$ cat src/sv/lru_page_replacement_top_macros.svh
// Assertion macros for the LRU page replacement block.
// Used by lru_page_replacement_top; expects signals clk and rst_n in scope.
`ifndef LRU_PAGE_REPLACEMENT_TOP_MACROS_SVH
`define LRU_PAGE_REPLACEMENT_TOP_MACROS_SVH

`ifndef ASSERT_OFF
`define LPR_ASSERT_IMP(lbl, ante, cons) \
  lbl: assert property (@(posedge clk) disable iff (!rst_n) (ante) |-> (cons)) \
    else $error("lpr assertion failed");
`define LPR_ASSERT_NXT(lbl, ante, cons) \
  lbl: assert property (@(posedge clk) disable iff (!rst_n) (ante) |=> (cons)) \
    else $error("lpr assertion failed");
`else
`define LPR_ASSERT_IMP(lbl, ante, cons)
`define LPR_ASSERT_NXT(lbl, ante, cons)
`endif

`endif

$ cat src/sv/lpr_pkg.sv
`timescale 1ns / 1ps
// Shared types and constants of the LRU page replacement block.
// No dependencies.
package lpr_pkg;

  localparam int PAGE_W     = 16;
  localparam int TS_W       = 32;
  localparam int FAULT_W    = 16;
  localparam int CFG_W      = 5;
  localparam int FIDX_W     = 4;
  localparam int SCAN_IDX_W = 6;  // covers the largest frame count, 64

  typedef enum logic [1:0] {
    ST_IDLE,
    ST_LOOK,
    ST_SCAN,
    ST_COMMIT
  } lpr_state_t;

  // Broadcast write to the cells
  typedef struct packed {
    logic              clr;
    logic [PAGE_W-1:0] page;
    logic [TS_W-1:0]   ts;
  } lpr_wr_t;

  // Victim search token passed cell to cell
  typedef struct packed {
    logic                  act;
    logic [TS_W-1:0]       min_ts;
    logic [SCAN_IDX_W-1:0] idx;
  } lpr_scan_t;

endpackage

$ cat src/sv/lpr_cell.sv
`timescale 1ns / 1ps
// One page frame: resident page, valid bit, last-use stamp and one stage
// of the oldest-frame search chain. Depends on lpr_pkg.
module lpr_cell import lpr_pkg::*; #(
  parameter int CELL_ID = 0,
  parameter int NW      = 5
) (
  input  logic              clk,
  input  logic              rst_n,
  input  logic [NW-1:0]     frames_n,
  input  logic [PAGE_W-1:0] probe_page,
  output logic              hit,
  input  logic              wr_en,
  input  lpr_wr_t           wr,
  input  lpr_scan_t         scan_in,
  output lpr_scan_t         scan_out
);

  logic              valid_r;
  logic [PAGE_W-1:0] page_r;
  logic [TS_W-1:0]   ts_r;
  lpr_scan_t         scan_r, scan_nxt;
  logic              in_range;
  logic              take;

  assign in_range = frames_n > NW'(CELL_ID);
  assign hit      = valid_r && in_range && (page_r == probe_page);

  // first frame seeds the search; later ones replace only if strictly older
  assign take = scan_in.act && ((CELL_ID == 0) || (in_range && (ts_r < scan_in.min_ts)));

  always_comb begin
    scan_nxt = scan_in;
    if (take) begin
      scan_nxt.min_ts = ts_r;
      scan_nxt.idx    = SCAN_IDX_W'(CELL_ID);
    end
  end

  always_ff @(posedge clk) begin
    if (!rst_n) begin
      valid_r <= 1'b0;
      scan_r  <= '0;
    end else begin
      scan_r <= scan_nxt;
      if (wr.clr) begin
        valid_r <= 1'b0;
      end else if (wr_en) begin
        valid_r <= 1'b1;
      end
    end
  end

  always_ff @(posedge clk) begin
    if (wr_en) begin
      page_r <= wr.page;
      ts_r   <= wr.ts;
    end
  end

  assign scan_out = scan_r;

endmodule

$ cat src/sv/lru_page_replacement_top.sv
`timescale 1ns / 1ps
// LRU page replacement: a hit or a fill is resolved in the LOOK state after
// acceptance and its result registered, unless the output stalls. An eviction
// first runs the search token down the row of FRAMES cells. No new item is
// accepted until the result of the last one has been committed.
// Synchronous active-low reset clears all frames, counters and sets
// num_frames to 16; no clearing pass is needed.
`include "lru_page_replacement_top_macros.svh"
module lru_page_replacement_top import lpr_pkg::*; #(
  parameter int FRAMES = 16
) (
  input  logic        clk,
  input  logic        rst_n,
  input  logic        cfg_wen,
  input  logic [4:0]  cfg_wdata,   // num_frames
  input  logic        in_tvalid,
  output logic        in_tready,
  input  logic [15:0] in_tdata,    // page
  input  logic        in_tlast,    // last_ref
  output logic        out_tvalid,
  input  logic        out_tready,
  output logic [23:0] out_tdata    // hit, frame_index[3:0], fault_count[15:0]
);

  localparam int IW = (FRAMES > 1) ? $clog2(FRAMES) : 1;
  localparam int NW = $clog2(FRAMES + 1);

  logic [CFG_W-1:0]   num_frames_r;
  lpr_state_t         state_r, state_nxt;
  logic [PAGE_W-1:0]  page_r;
  logic               last_r;
  logic [IW-1:0]      slot_r, slot_nxt;
  logic               hit_r, hit_nxt;
  logic               fill_use_r, fill_use_nxt;
  logic [NW-1:0]      fill_r;
  logic [TS_W-1:0]    ref_clock_r, ref_clock_new;
  logic [FAULT_W-1:0] faults_r, faults_new;
  logic               out_tvalid_r;
  logic [23:0]        out_tdata_r;

  logic [7:0]         cfg_ext, n8;
  logic [NW-1:0]      frames_n;
  logic [FRAMES-1:0]  hv;
  logic               found;
  logic [IW-1:0]      hit_idx;
  logic               fill_free;
  logic               out_free;
  logic               cm_go, cm_hit, cm_fill;
  logic [IW-1:0]      cm_slot;
  logic               scan_start, scan_done;
  logic [IW+3:0]      slot_ext;
  lpr_wr_t            wr;
  lpr_scan_t          chain [FRAMES+1];

  always_ff @(posedge clk) begin
    if (!rst_n) begin
      num_frames_r <= CFG_W'(16);
    end else if (cfg_wen) begin
      num_frames_r <= cfg_wdata;
    end
  end

  always_comb begin
    cfg_ext = {3'b000, num_frames_r};
    if (cfg_ext == 8'd0) begin
      n8 = 8'd1;
    end else if (cfg_ext > 8'(FRAMES)) begin
      n8 = 8'(FRAMES);
    end else begin
      n8 = cfg_ext;
    end
  end
  assign frames_n = n8[NW-1:0];

  // frame row
  assign wr.clr  = cm_go && last_r;
  assign wr.page = page_r;
  assign wr.ts   = ref_clock_r;

  assign chain[0].act    = scan_start;
  assign chain[0].min_ts = '0;
  assign chain[0].idx    = '0;

  for (genvar i = 0; i < FRAMES; i++) begin : g_cell
    lpr_cell #(
      .CELL_ID (i),
      .NW      (NW)
    ) u_cell (
      .clk        (clk),
      .rst_n      (rst_n),
      .frames_n   (frames_n),
      .probe_page (page_r),
      .hit        (hv[i]),
      .wr_en      (cm_go && (cm_slot == IW'(i))),
      .wr         (wr),
      .scan_in    (chain[i]),
      .scan_out   (chain[i+1])
    );
  end

  assign scan_done = chain[FRAMES].act;

  always_comb begin
    found   = 1'b0;
    hit_idx = '0;
    for (int i = FRAMES - 1; i >= 0; i--) begin
      if (hv[i]) begin
        found   = 1'b1;
        hit_idx = IW'(i);
      end
    end
  end

  assign fill_free = fill_r < frames_n;
  assign out_free  = !out_tvalid_r || out_tready;
  assign in_tready = (state_r == ST_IDLE);

  always_ff @(posedge clk) begin
    if (!rst_n) begin
      state_r <= ST_IDLE;
    end else begin
      state_r <= state_nxt;
    end
  end

  always_comb begin
    state_nxt    = state_r;
    slot_nxt     = slot_r;
    hit_nxt      = hit_r;
    fill_use_nxt = fill_use_r;
    cm_go        = 1'b0;
    cm_slot      = slot_r;
    cm_hit       = hit_r;
    cm_fill      = fill_use_r;
    scan_start   = 1'b0;
    unique case (state_r)
      ST_IDLE: begin
        if (in_tvalid) begin
          state_nxt = ST_LOOK;
        end
      end
      ST_LOOK: begin
        if (found || fill_free) begin
          slot_nxt     = found ? hit_idx : fill_r[IW-1:0];
          hit_nxt      = found;
          fill_use_nxt = !found;
          cm_slot      = slot_nxt;
          cm_hit       = hit_nxt;
          cm_fill      = fill_use_nxt;
          if (out_free) begin
            cm_go     = 1'b1;
            state_nxt = ST_IDLE;
          end else begin
            state_nxt = ST_COMMIT;
          end
        end else begin
          scan_start   = 1'b1;
          hit_nxt      = 1'b0;
          fill_use_nxt = 1'b0;
          state_nxt    = ST_SCAN;
        end
      end
      ST_SCAN: begin
        if (scan_done) begin
          slot_nxt  = chain[FRAMES].idx[IW-1:0];
          state_nxt = ST_COMMIT;
        end
      end
      ST_COMMIT: begin
        if (out_free) begin
          cm_go     = 1'b1;
          state_nxt = ST_IDLE;
        end
      end
      default: state_nxt = ST_IDLE;
    endcase
  end

  always_ff @(posedge clk) begin
    if (in_tvalid && in_tready) begin
      page_r <= in_tdata;
      last_r <= in_tlast;
    end
    slot_r     <= slot_nxt;
    hit_r      <= hit_nxt;
    fill_use_r <= fill_use_nxt;
  end

  always_comb begin
    faults_new = faults_r;
    if (!cm_hit && (faults_r != {FAULT_W{1'b1}})) begin
      faults_new = faults_r + FAULT_W'(1);
    end
    ref_clock_new = ref_clock_r;
    if (ref_clock_r != {TS_W{1'b1}}) begin
      ref_clock_new = ref_clock_r + TS_W'(1);
    end
  end

  always_ff @(posedge clk) begin
    if (!rst_n) begin
      fill_r      <= '0;
      faults_r    <= '0;
      ref_clock_r <= '0;
    end else if (cm_go) begin
      if (last_r) begin
        fill_r      <= '0;
        faults_r    <= '0;
        ref_clock_r <= '0;
      end else begin
        if (cm_fill) begin
          fill_r <= fill_r + NW'(1);
        end
        faults_r    <= faults_new;
        ref_clock_r <= ref_clock_new;
      end
    end
  end

  // output stage
  assign slot_ext = {4'b0000, cm_slot};

  always_ff @(posedge clk) begin
    if (!rst_n) begin
      out_tvalid_r <= 1'b0;
    end else if (cm_go) begin
      out_tvalid_r <= 1'b1;
    end else if (out_tready) begin
      out_tvalid_r <= 1'b0;
    end
  end

  always_ff @(posedge clk) begin
    if (cm_go) begin
      out_tdata_r <= {3'b000, faults_new, slot_ext[3:0], cm_hit};
    end
  end

  assign out_tvalid = out_tvalid_r;
  assign out_tdata  = out_tdata_r;

  `LPR_ASSERT_IMP(a_fill_bound, 1'b1, fill_r <= NW'(FRAMES))
  `LPR_ASSERT_IMP(a_scan_in_state, scan_done, state_r == ST_SCAN)
  `LPR_ASSERT_NXT(a_clock_runs, cm_go && !last_r, ref_clock_r != '0)
  `LPR_ASSERT_NXT(a_commit_shows, cm_go, out_tvalid && state_r == ST_IDLE)

endmodule

$ cat config.mk
export PLATFORM = sky130hd
export DESIGN_NAME = lru_page_replacement_top
export DESIGN_NICKNAME = d
export VERILOG_FILES = /design/src/sv/lpr_pkg.sv /design/src/sv/lpr_cell.sv /design/src/sv/lru_page_replacement_top.sv
export VERILOG_INCLUDE_DIRS = /design/src /design/src/sv
export SDC_FILE = /design/constraint.sdc
export NUM_CORES = 2
export LEC_CHECK = 0
export BUFFER_PORTS_ARGS = -buffer_cell sky130_fd_sc_hd__buf_2
export CAP_MARGIN = 5
export CORE_MARGIN = 2
export CORE_UTILIZATION = 40
export CTS_CLUSTER_SIZE = 20
export DETAILED_ROUTE_END_ITERATION = 12
export GPL_TIMING_DRIVEN = 0
export HOLD_SLACK_MARGIN = 0.06
export PLACE_DENSITY = 0.52
export SLEW_MARGIN = 20
export SYNTH_ARGS = -nofsm -noshare
export SYNTH_HDL_FRONTEND = slang
export SYNTH_SLANG_ARGS = --single-unit
$ cat constraint.sdc
create_clock -name clk -period 11.35 [get_ports clk]
set_clock_uncertainty 0.15 [all_clocks]
set_input_delay 2.8375 -clock clk [delete_from_list [all_inputs] [get_ports clk]]
set_output_delay 2.8375 -clock clk [all_outputs]
set_load 0.05 [all_outputs]
# [After elaboration in Yosys (flattened, before gate mapping)]
# Cells that the tools add are included.
[totals] word_cells=387 regBits=1477 input_bits=27
[classes] order_cmp=33 n_addsub=3 n_eq_ne=39 bitwise=1 mux=77 reduce_logical=113
[ops] operator="38-bit two-way mux" n=14
[ops] operator="32-bit < comparator" n=15
[ops] operator="16-bit equality test" n=16
[ops] operator="4-bit two-way mux" n=21
[ops] operator="1-bit logical AND" n=81
[ops] operator="32-bit two-way mux" n=2
[ops] operator="5-bit by 4-bit greater-than comparator with 1-bit output, second input constant" n=8
[ops] operator="32-bit by 1-bit adder with 32-bit output, second input constant" n=1
[ops] operator="4-bit equality test, second input constant" n=8
[ops] operator="16-bit two-way mux" n=2
[ops] operator="32-bit != test, second input constant" n=1
[ops] operator="2-bit OR reduction" n=15
[ops] operator="1-bit two-way mux" n=26
[ops] operator="5-bit by 3-bit greater-than comparator with 1-bit output, second input constant" n=4
[ops] operator="5-bit two-way mux" n=4
[ops] operator="16-bit by 1-bit adder with 16-bit output, second input constant" n=1
[ops] operator="4-bit by 3-bit equality test with 1-bit output, second input constant" n=4
[ops] operator="16-bit != test, second input constant" n=1
[ops] operator="5-bit by 1-bit greater-than comparator with 1-bit output, second input constant" n=2
[ops] operator="5-bit by 2-bit greater-than comparator with 1-bit output, second input constant" n=2
[ops] operator="2-bit two-way mux" n=5
[ops] operator="4-bit by 2-bit equality test with 1-bit output, second input constant" n=2
[ops] operator="2-bit case mux with 4 select lines" n=1
[ops] operator="4-bit case mux with 2 select lines" n=1
[ops] operator="other kinds (18)" n=29

# [Longest topological paths before layout]
[logic_depth] word_depth=29 depth_mapped=16

# [By module]
# A second synthesis with hierarchy kept.
[hier_totals] cells_unflattened=5909 area_unflattened_um2=67268.3
[modules_own_cells] mod="lru_page_replacement_top" area_each_um2=5535.3 n_inst=1 cells_per_inst=599
[modules_own_cells] mod="lpr_cell (g_cell[8].u_cell)" area_each_um2=3951.3 n_inst=1 cells_per_inst=344
[modules_own_cells] mod="lpr_cell (g_cell[15].u_cell)" area_each_um2=3935.0 n_inst=1 cells_per_inst=334
[modules_own_cells] mod="lpr_cell (g_cell[10].u_cell)" area_each_um2=3928.8 n_inst=1 cells_per_inst=341
[modules_own_cells] mod="lpr_cell (g_cell[7].u_cell)" area_each_um2=3921.3 n_inst=1 cells_per_inst=336
[modules_own_cells] mod="lpr_cell (g_cell[4].u_cell)" area_each_um2=3916.3 n_inst=1 cells_per_inst=342
[modules_own_cells] mod="lpr_cell (g_cell[2].u_cell)" area_each_um2=3912.5 n_inst=1 cells_per_inst=341
[modules_own_cells] mod="lpr_cell (g_cell[12].u_cell)" area_each_um2=3907.5 n_inst=1 cells_per_inst=344
[modules_own_cells] mod="lpr_cell (g_cell[1].u_cell)" area_each_um2=3907.5 n_inst=1 cells_per_inst=340
[modules_own_cells] mod="lpr_cell (g_cell[9].u_cell)" area_each_um2=3905.0 n_inst=1 cells_per_inst=341
[modules_own_cells] mod="lpr_cell (g_cell[6].u_cell)" area_each_um2=3903.7 n_inst=1 cells_per_inst=343
[modules_own_cells] mod="lpr_cell (g_cell[14].u_cell)" area_each_um2=3902.5 n_inst=1 cells_per_inst=343
[modules_own_cells] mod="lpr_cell (g_cell[13].u_cell)" area_each_um2=3900.0 n_inst=1 cells_per_inst=343
[modules_own_cells] mod="lpr_cell (g_cell[5].u_cell)" area_each_um2=3900.0 n_inst=1 cells_per_inst=342
[modules_own_cells] mod="3 more rows"

# [Worst setup path after synthesis]
# No wires, ideal clock.
[synth_path] path_kind="input to register" from="in out_tready" to="reg g_cell[7].u_cell.page_r[0] (enable)" path_buffers=2 path_stages=8 t_arrival_ns=6.272 slack_ns=4.474 cell_sequence="nand2b_1 -> nand2_1 -> a21o_1 -> buf_2 -> inv_2 -> buf_2 -> nand3b_1 -> nor2_1"
[synth_between] elab_chain_cells=5
[synth_lines] item="start, declared" line_no="lru_page_replacement_top.sv:21" text="input logic out_tready,"
[synth_lines] item="1-bit logical OR *" line_no="lru_page_replacement_top.sv:115" text="assign out_free = !out_tvalid_r || out_tready;"
[synth_lines] item="1-bit two-way mux *" line_no="lru_page_replacement_top.sv:150, lru_page_replacement_top.sv:170"
[synth_lines] item="1-bit two-way mux" line_no="lru_page_replacement_top.sv:143" text="if (found || fill_free) begin"
[synth_lines] item="1-bit case mux with 2 select lines *" line_no="lru_page_replacement_top.sv:136" text="unique case (state_r)"
[synth_lines] item="named net cm_go" line_no="lru_page_replacement_top.sv:48" text="logic cm_go, cm_hit, cm_fill;"
[synth_lines] item="1-bit logical AND *" line_no="lru_page_replacement_top.sv:94" text=".wr_en (cm_go && (cm_slot == IW'(i))),"
[synth_lines] item="named net g_cell[7].u_cell.wr_en" line_no="lpr_cell.sv:13" text="input logic wr_en,"
[synth_lines] item="end signal, assigned" line_no="lpr_cell.sv:56" text="page_r <= wr.page;"
[synth_lines] item="end, declared" line_no="lpr_cell.sv:20" text="logic [PAGE_W-1:0] page_r;"
# Mark *: on every way through the listed nets, which the timed path passes. The rest lies on a longest branch.
# A chain may end at the register's enable or synchronous reset.

# [Worst setup path after layout]
[layout_path] from="reg page_r[2]" to="reg g_cell[14].u_cell.ts_r[24] (enable)"
[layout_between] elab_cells_between_ends=72 cone_classes="eq/ne: 17; mux: 37; reduce/logical: 18"
[layout_rtl] item="start, declared" line_no="lru_page_replacement_top.sv:30" text="logic [PAGE_W-1:0] page_r;"
[layout_rtl] item="start signal, assigned" line_no="lru_page_replacement_top.sv:181" text="page_r <= in_tdata;"
[layout_rtl] item="16-bit equality test" line_no="lpr_cell.sv:27" text="assign hit = valid_r && in_range && (page_r == probe_page);"
[layout_rtl] item="1-bit logical AND" line_no="lpr_cell.sv:27"
[layout_rtl] item="1-bit two-way mux (15 in a row)" line_no="lru_page_replacement_top.sv:107" text="if (hv[i]) begin"
[layout_rtl] item="1-bit two-way mux *" line_no="lru_page_replacement_top.sv:107"
[layout_rtl] item="1-bit logical OR *" line_no="lru_page_replacement_top.sv:143"
[layout_rtl] item="1-bit two-way mux *" line_no="lru_page_replacement_top.sv:143"
[layout_rtl] item="1-bit case mux with 2 select lines *" line_no="lru_page_replacement_top.sv:136"
[layout_rtl] item="named net cm_go" line_no="lru_page_replacement_top.sv:48"
[layout_rtl] item="1-bit logical AND *" line_no="lru_page_replacement_top.sv:94"
[layout_rtl] item="named net g_cell[14].u_cell.wr_en" line_no="lpr_cell.sv:13"
[layout_rtl] item="end signal, assigned" line_no="lpr_cell.sv:57" text="ts_r <= wr.ts;"
[layout_rtl] item="end, declared" line_no="lpr_cell.sv:21" text="logic [TS_W-1:0] ts_r;"
# Marked as above.

==> parameters.txt <==
Parameter                              Value

Floorplan
  Width of the die ... 405.3 um
  Boundary Pins ... 53
  Number of rows created at floorplan ... 147
  Core outline area ... 160,200 um2
  Die height ... 405.3 um
  Starting Density ... 0.4022
  Overall die area ... 164,300 um2

Power
  Static Leakage ... 27.31 nW
  Share of power burned in combinational logic ... 0.056
  Worst IR drop on VDD ... 0.0001635 V
  Switch share ... 0.2414
  Net switching power figure ... 2.775 mW
  Pint ... 8.717 mW
  Portion of total power attributed to sequential cells ... 0.491
  Clock Power Share ... 0.453
  Power density of the placed cells ... 154.4 nW/um2

Route
  Count of routing violations after the opening detailed-route iteration ... 3,989
  Via density per instance ... 5.375
  Average detailed-routed wire length per instance ... 24.94 um
  Count of TritonRoute iterations in the first routing pass ... 5
  Post-route antenna net violation count ... 0
  Total vias in the final route ... 43,800
  DRC violation count after routing ... 0
  Routed wire length ... 203,200 um

Yosys
  FF+latch count, synth ... 1,434
  Post-Syn Instances ... 5,568
  Distinct cells, synth ... 82
  Share of async-settable or async-resettable flops after synthesis ... 0
  Syn. warnings ... 0
  Netlist area before placement ... 64,430 um2
  Seq/Total Area, Yosys ... 0.5717
  Main flop type after synthesis ... sky130_fd_sc_hd__edfxtp_1
  Mapped Avg Cell Area ... 11.57 um2
  Number of enable flip-flop cells after synthesis ... 812

Clocking
  Number of setup buffers added after CTS ... 0
  Clock tree from TritonCTS ... built
  Count of H-tree levels built during CTS ... 4
  # resized after CTS ... 0
  Clock sink count ... 1,434
  Clock buffer depth ... 3
  Clock tree root buffer cell ... sky130_fd_sc_hd__clkbuf_16
  Clock latency on the worst-skew pair ... 0.84 ns
  Number of buffers added to fix hold violations after cts ... 0
  Clock slew at reported path FFs ... 0.06 ns
  Total CTS buffers ... 158

Global routing
  Wire length of the first global-routing pass ... 295,000 um
  Vias in the first global route ... 43,290
  GRT Residual Overflow ... 0
  Number of antenna violations at the first check in global routing ... 23
  Pin count of the biggest net entering global routing ... 31
  Global-route usage over all layers ... 0.2473

Job
  Number of violations of the max-capacitance limit ... 0

Status
  Run status ... finished clean

STA
  Setup_tns ... 0 ns
  Worst hold slack ... 0.2621 ns
  Number of hold violations in the final report ... 0
  Final Max Tran Viols ... 0
  Fmax ... 130.6 MHz
  Setup ws final ... 3.694 ns
  Clock period minus final worst setup slack ... 7.656 ns
  Worst slew slack as a fraction of its limit ... 0.1764
  Final-report setup violation count ... 0
  Transition at the pin with the smallest max-transition slack ... 1.224 ns
  Tcrit/Tclk final ... 0.6745
  Unrepaired setup endpoints after global routing ... false

Worst setup path
  Required time of the worst setup path ... 11.71 ns
  Worst Reg2Reg Path Length in Cells ... 17
  Category of the critical setup timing path ... flop to flop
  Most frequent CP cell ... sky130_fd_sc_hd__buf_2
  Endpoint of the most critical setup path ... g_cell[14].u_cell.ts_r[24]$_DFFE_PP_
  R2r setup slk ... 3.69 ns
  Launch point of the critical path ... page_r[2]$_DFFE_PP_
  Cell chain of the critical path ... buf_2 > buf_4 > xor2_1 > nor3_1 > nand3_1 > nor4_1 > nor4_1 > and4_4 > buf_6 > a21o_1 > buf_2 > inv_2 > buf_2 > nand3b_1 > nor2_4 > buf_16 > buf_12
  Crit path arrival time ... 8.02 ns
  Reg2reg end ... g_cell[14].u_cell.ts_r[24]$_DFFE_PP_
  Critical Path Fanout Max ... 30
  Delay of the slowest critical-path stage ... 1.08 ns
  Crit. End Element ... flop
  Launching point of the worst reg2reg path ... page_r[2]$_DFFE_PP_
  Critical-path top delay cell ... sky130_fd_sc_hd__edfxtp_1
  Kind of launch point of the worst setup path ... flop

Layout
  Fraction of layout instances using a drive strength above 1 ... 0.08528
  Synth-to-layout area growth ... 15.52%
  Nets@finish ... 6,342

Worst hold path
  Min-delay worst type ... flop to flop
  Start point of the worst min-delay path ... g_cell[11].u_cell.scan_out[0]$_SDFF_PN0_

Placement
  DP Worst Slack ... 3.777 ns
  RePlAce Congestion ... 0.8812
  Total of buffers placed on input and output ports ... 48
  Detail Placement HPWL ... 151,200 um
-- power groups by stage --
| stage | Sequential [mW] | Clock [mW] | Combinational [mW] |
|---|---|---|---|
| finish | 5.64 | 5.20 | 0.648 |
| global route | 5.64 | 5.52 | 0.689 |
| CTS | 5.64 | 5.30 | 0.648 |
| detailed placement | 5.75 | 0 | 0.645 |
| global placement | 5.77 | 0 | 0.601 |
| floorplan | 5.73 | 0 | 0.355 |
-- flip-flops by register name, summed over array words and instances, names as in the netlist, named ones only --
name / count
g_cell.u_cell.scan_out: 545
g_cell.u_cell.ts_r: 512
g_cell.u_cell.page_r: 256
ref_clock_r: 32
out_tdata: 21
faults_r: 16
g_cell.u_cell.valid_r: 16
page_r: 16
fill_r: 5
num_frames_r: 5
slot_r: 4
fill_use_r: 1
hit_r: 1
last_r: 1
out_tvalid: 1
state_r: 1
-- critical path: cells and delay by family (launching register included) --
family,cells,cell delay (ns)
flops,1,1.08
compound gates,1,0.15
simple gates,7,3.31
xor+xnor,1,0.14
buf+inv,8,2.43
-- kinds of logic (layout without fill, tap and decap cells) --
group                    count (synthesis)  count (layout)  synth area share
adder cells (fa/ha/maj)                472             472           0.09166
multiplexers                           327             327           0.05082
AND/OR/NAND/NOR                       1552            1552            0.1226
XOR/XNOR                               302             302           0.04105
other                                    1              12        0.00005821
flip-flops                            1434            1434            0.5717
buffers and inverters                  756            1166           0.04632
AO/OA/AOI/OAI                          724             724           0.07576
-- layer usage --
layer,vias up,track usage,share of wire
met5,-,0,0
met4,0,0.08530,0.035
met1,21570,0.3231,0.43
met3,326,0.03391,0.053
met2,1357,0.4196,0.48
li1,20550,-,-
-- cell usage after synthesis, drive strengths merged, types with 46 or more instances --
library cell	n	area (um2)
a21o	155	1164
a21oi	146	734.5
a41oi	66	578.1
and2	52	325.3
and4	47	416.7
buf	84	461.7
clkbuf	178	668.1
dfxtp	622	12450
edfxtp	812	24380
ha	472	5906
inv	492	1847
mux2i	326	3263
nand2	247	929.7
nand3	200	1013
nand4	195	1220
nor2	446	1674
nor2b	46	287.8
nor3	117	595.6
nor4	46	300.3
o211ai	86	655.6
o21ai	162	818.3
xnor2	163	1428
xor2	139	1217
-- stage by stage --
stage	power (mW)	cells	util	instance area, um2
after floorplan	6.088	5570	-	64430
after global placement	6.367	7778	0.4206	67380
after detailed placement	6.396	7843	0.4311	69060
after CTS	11.59	8140	0.4644	74400
after global routing	11.85	8140	0.4644	74400
final	11.49	8149	0.4646	74420
-- cells in the final DEF (no fill, tap or decap), types with 34 or more instances in the layout --
| cell | instances |
|---|---|
| sky130_fd_sc_hd__clkbuf_16 | 162 |
| sky130_fd_sc_hd__dfxtp_1 | 590 |
| sky130_fd_sc_hd__nor2_1 | 430 |
| sky130_fd_sc_hd__a21oi_1 | 145 |
| sky130_fd_sc_hd__nor4_1 | 44 |
| sky130_fd_sc_hd__and4_1 | 45 |
| sky130_fd_sc_hd__mux2i_1 | 326 |
| sky130_fd_sc_hd__nand2b_1 | 34 |
| sky130_fd_sc_hd__a21o_1 | 155 |
| sky130_fd_sc_hd__ha_1 | 472 |
| sky130_fd_sc_hd__clkbuf_1 | 213 |
| sky130_fd_sc_hd__nand2_1 | 246 |
| sky130_fd_sc_hd__o211ai_1 | 84 |
| sky130_fd_sc_hd__inv_1 | 490 |
| sky130_fd_sc_hd__nand4_1 | 195 |
| sky130_fd_sc_hd__buf_2 | 87 |
| sky130_fd_sc_hd__o21ai_0 | 142 |
| sky130_fd_sc_hd__xnor2_1 | 163 |
| sky130_fd_sc_hd__edfxtp_1 | 812 |
| sky130_fd_sc_hd__nor3_1 | 114 |
| sky130_fd_sc_hd__nand3_1 | 199 |
| sky130_fd_sc_hd__nor2b_1 | 46 |
| sky130_fd_sc_hd__xor2_1 | 139 |
| sky130_fd_sc_hd__a41oi_1 | 66 |
| sky130_fd_sc_hd__and2_1 | 52 |
-- worst min path at each step --
stage                                                          end  slack, ns  cells after the start
final                     g_cell[12].u_cell.scan_out[0]$_SDFF_PP0_       0.26                      2
after global routing       g_cell[0].u_cell.scan_out[7]$_SDFF_PN0_       0.27                      1
after CTS                  g_cell[0].u_cell.scan_out[7]$_SDFF_PN0_       0.26                      1
after detailed placement  g_cell[12].u_cell.scan_out[0]$_SDFF_PP0_       0.25                      2
after global placement    g_cell[12].u_cell.scan_out[0]$_SDFF_PP0_       0.27                      2
after floorplan           g_cell[12].u_cell.scan_out[0]$_SDFF_PP0_       0.24                      2
-- layout make-up --
type                       instances  area, um2
fill                           14700      85780
timing repair buffer             113       1732
multi-input combinational       3380      24750
tap                             2160       2703
clock buffer                     232       4597
sequential                      1434      36880
buffer                           262       1139
inverter                         494       1854
clock inverter                    65      749.5
antenna                            9      22.52
Power figures use the tool's default switching activity.
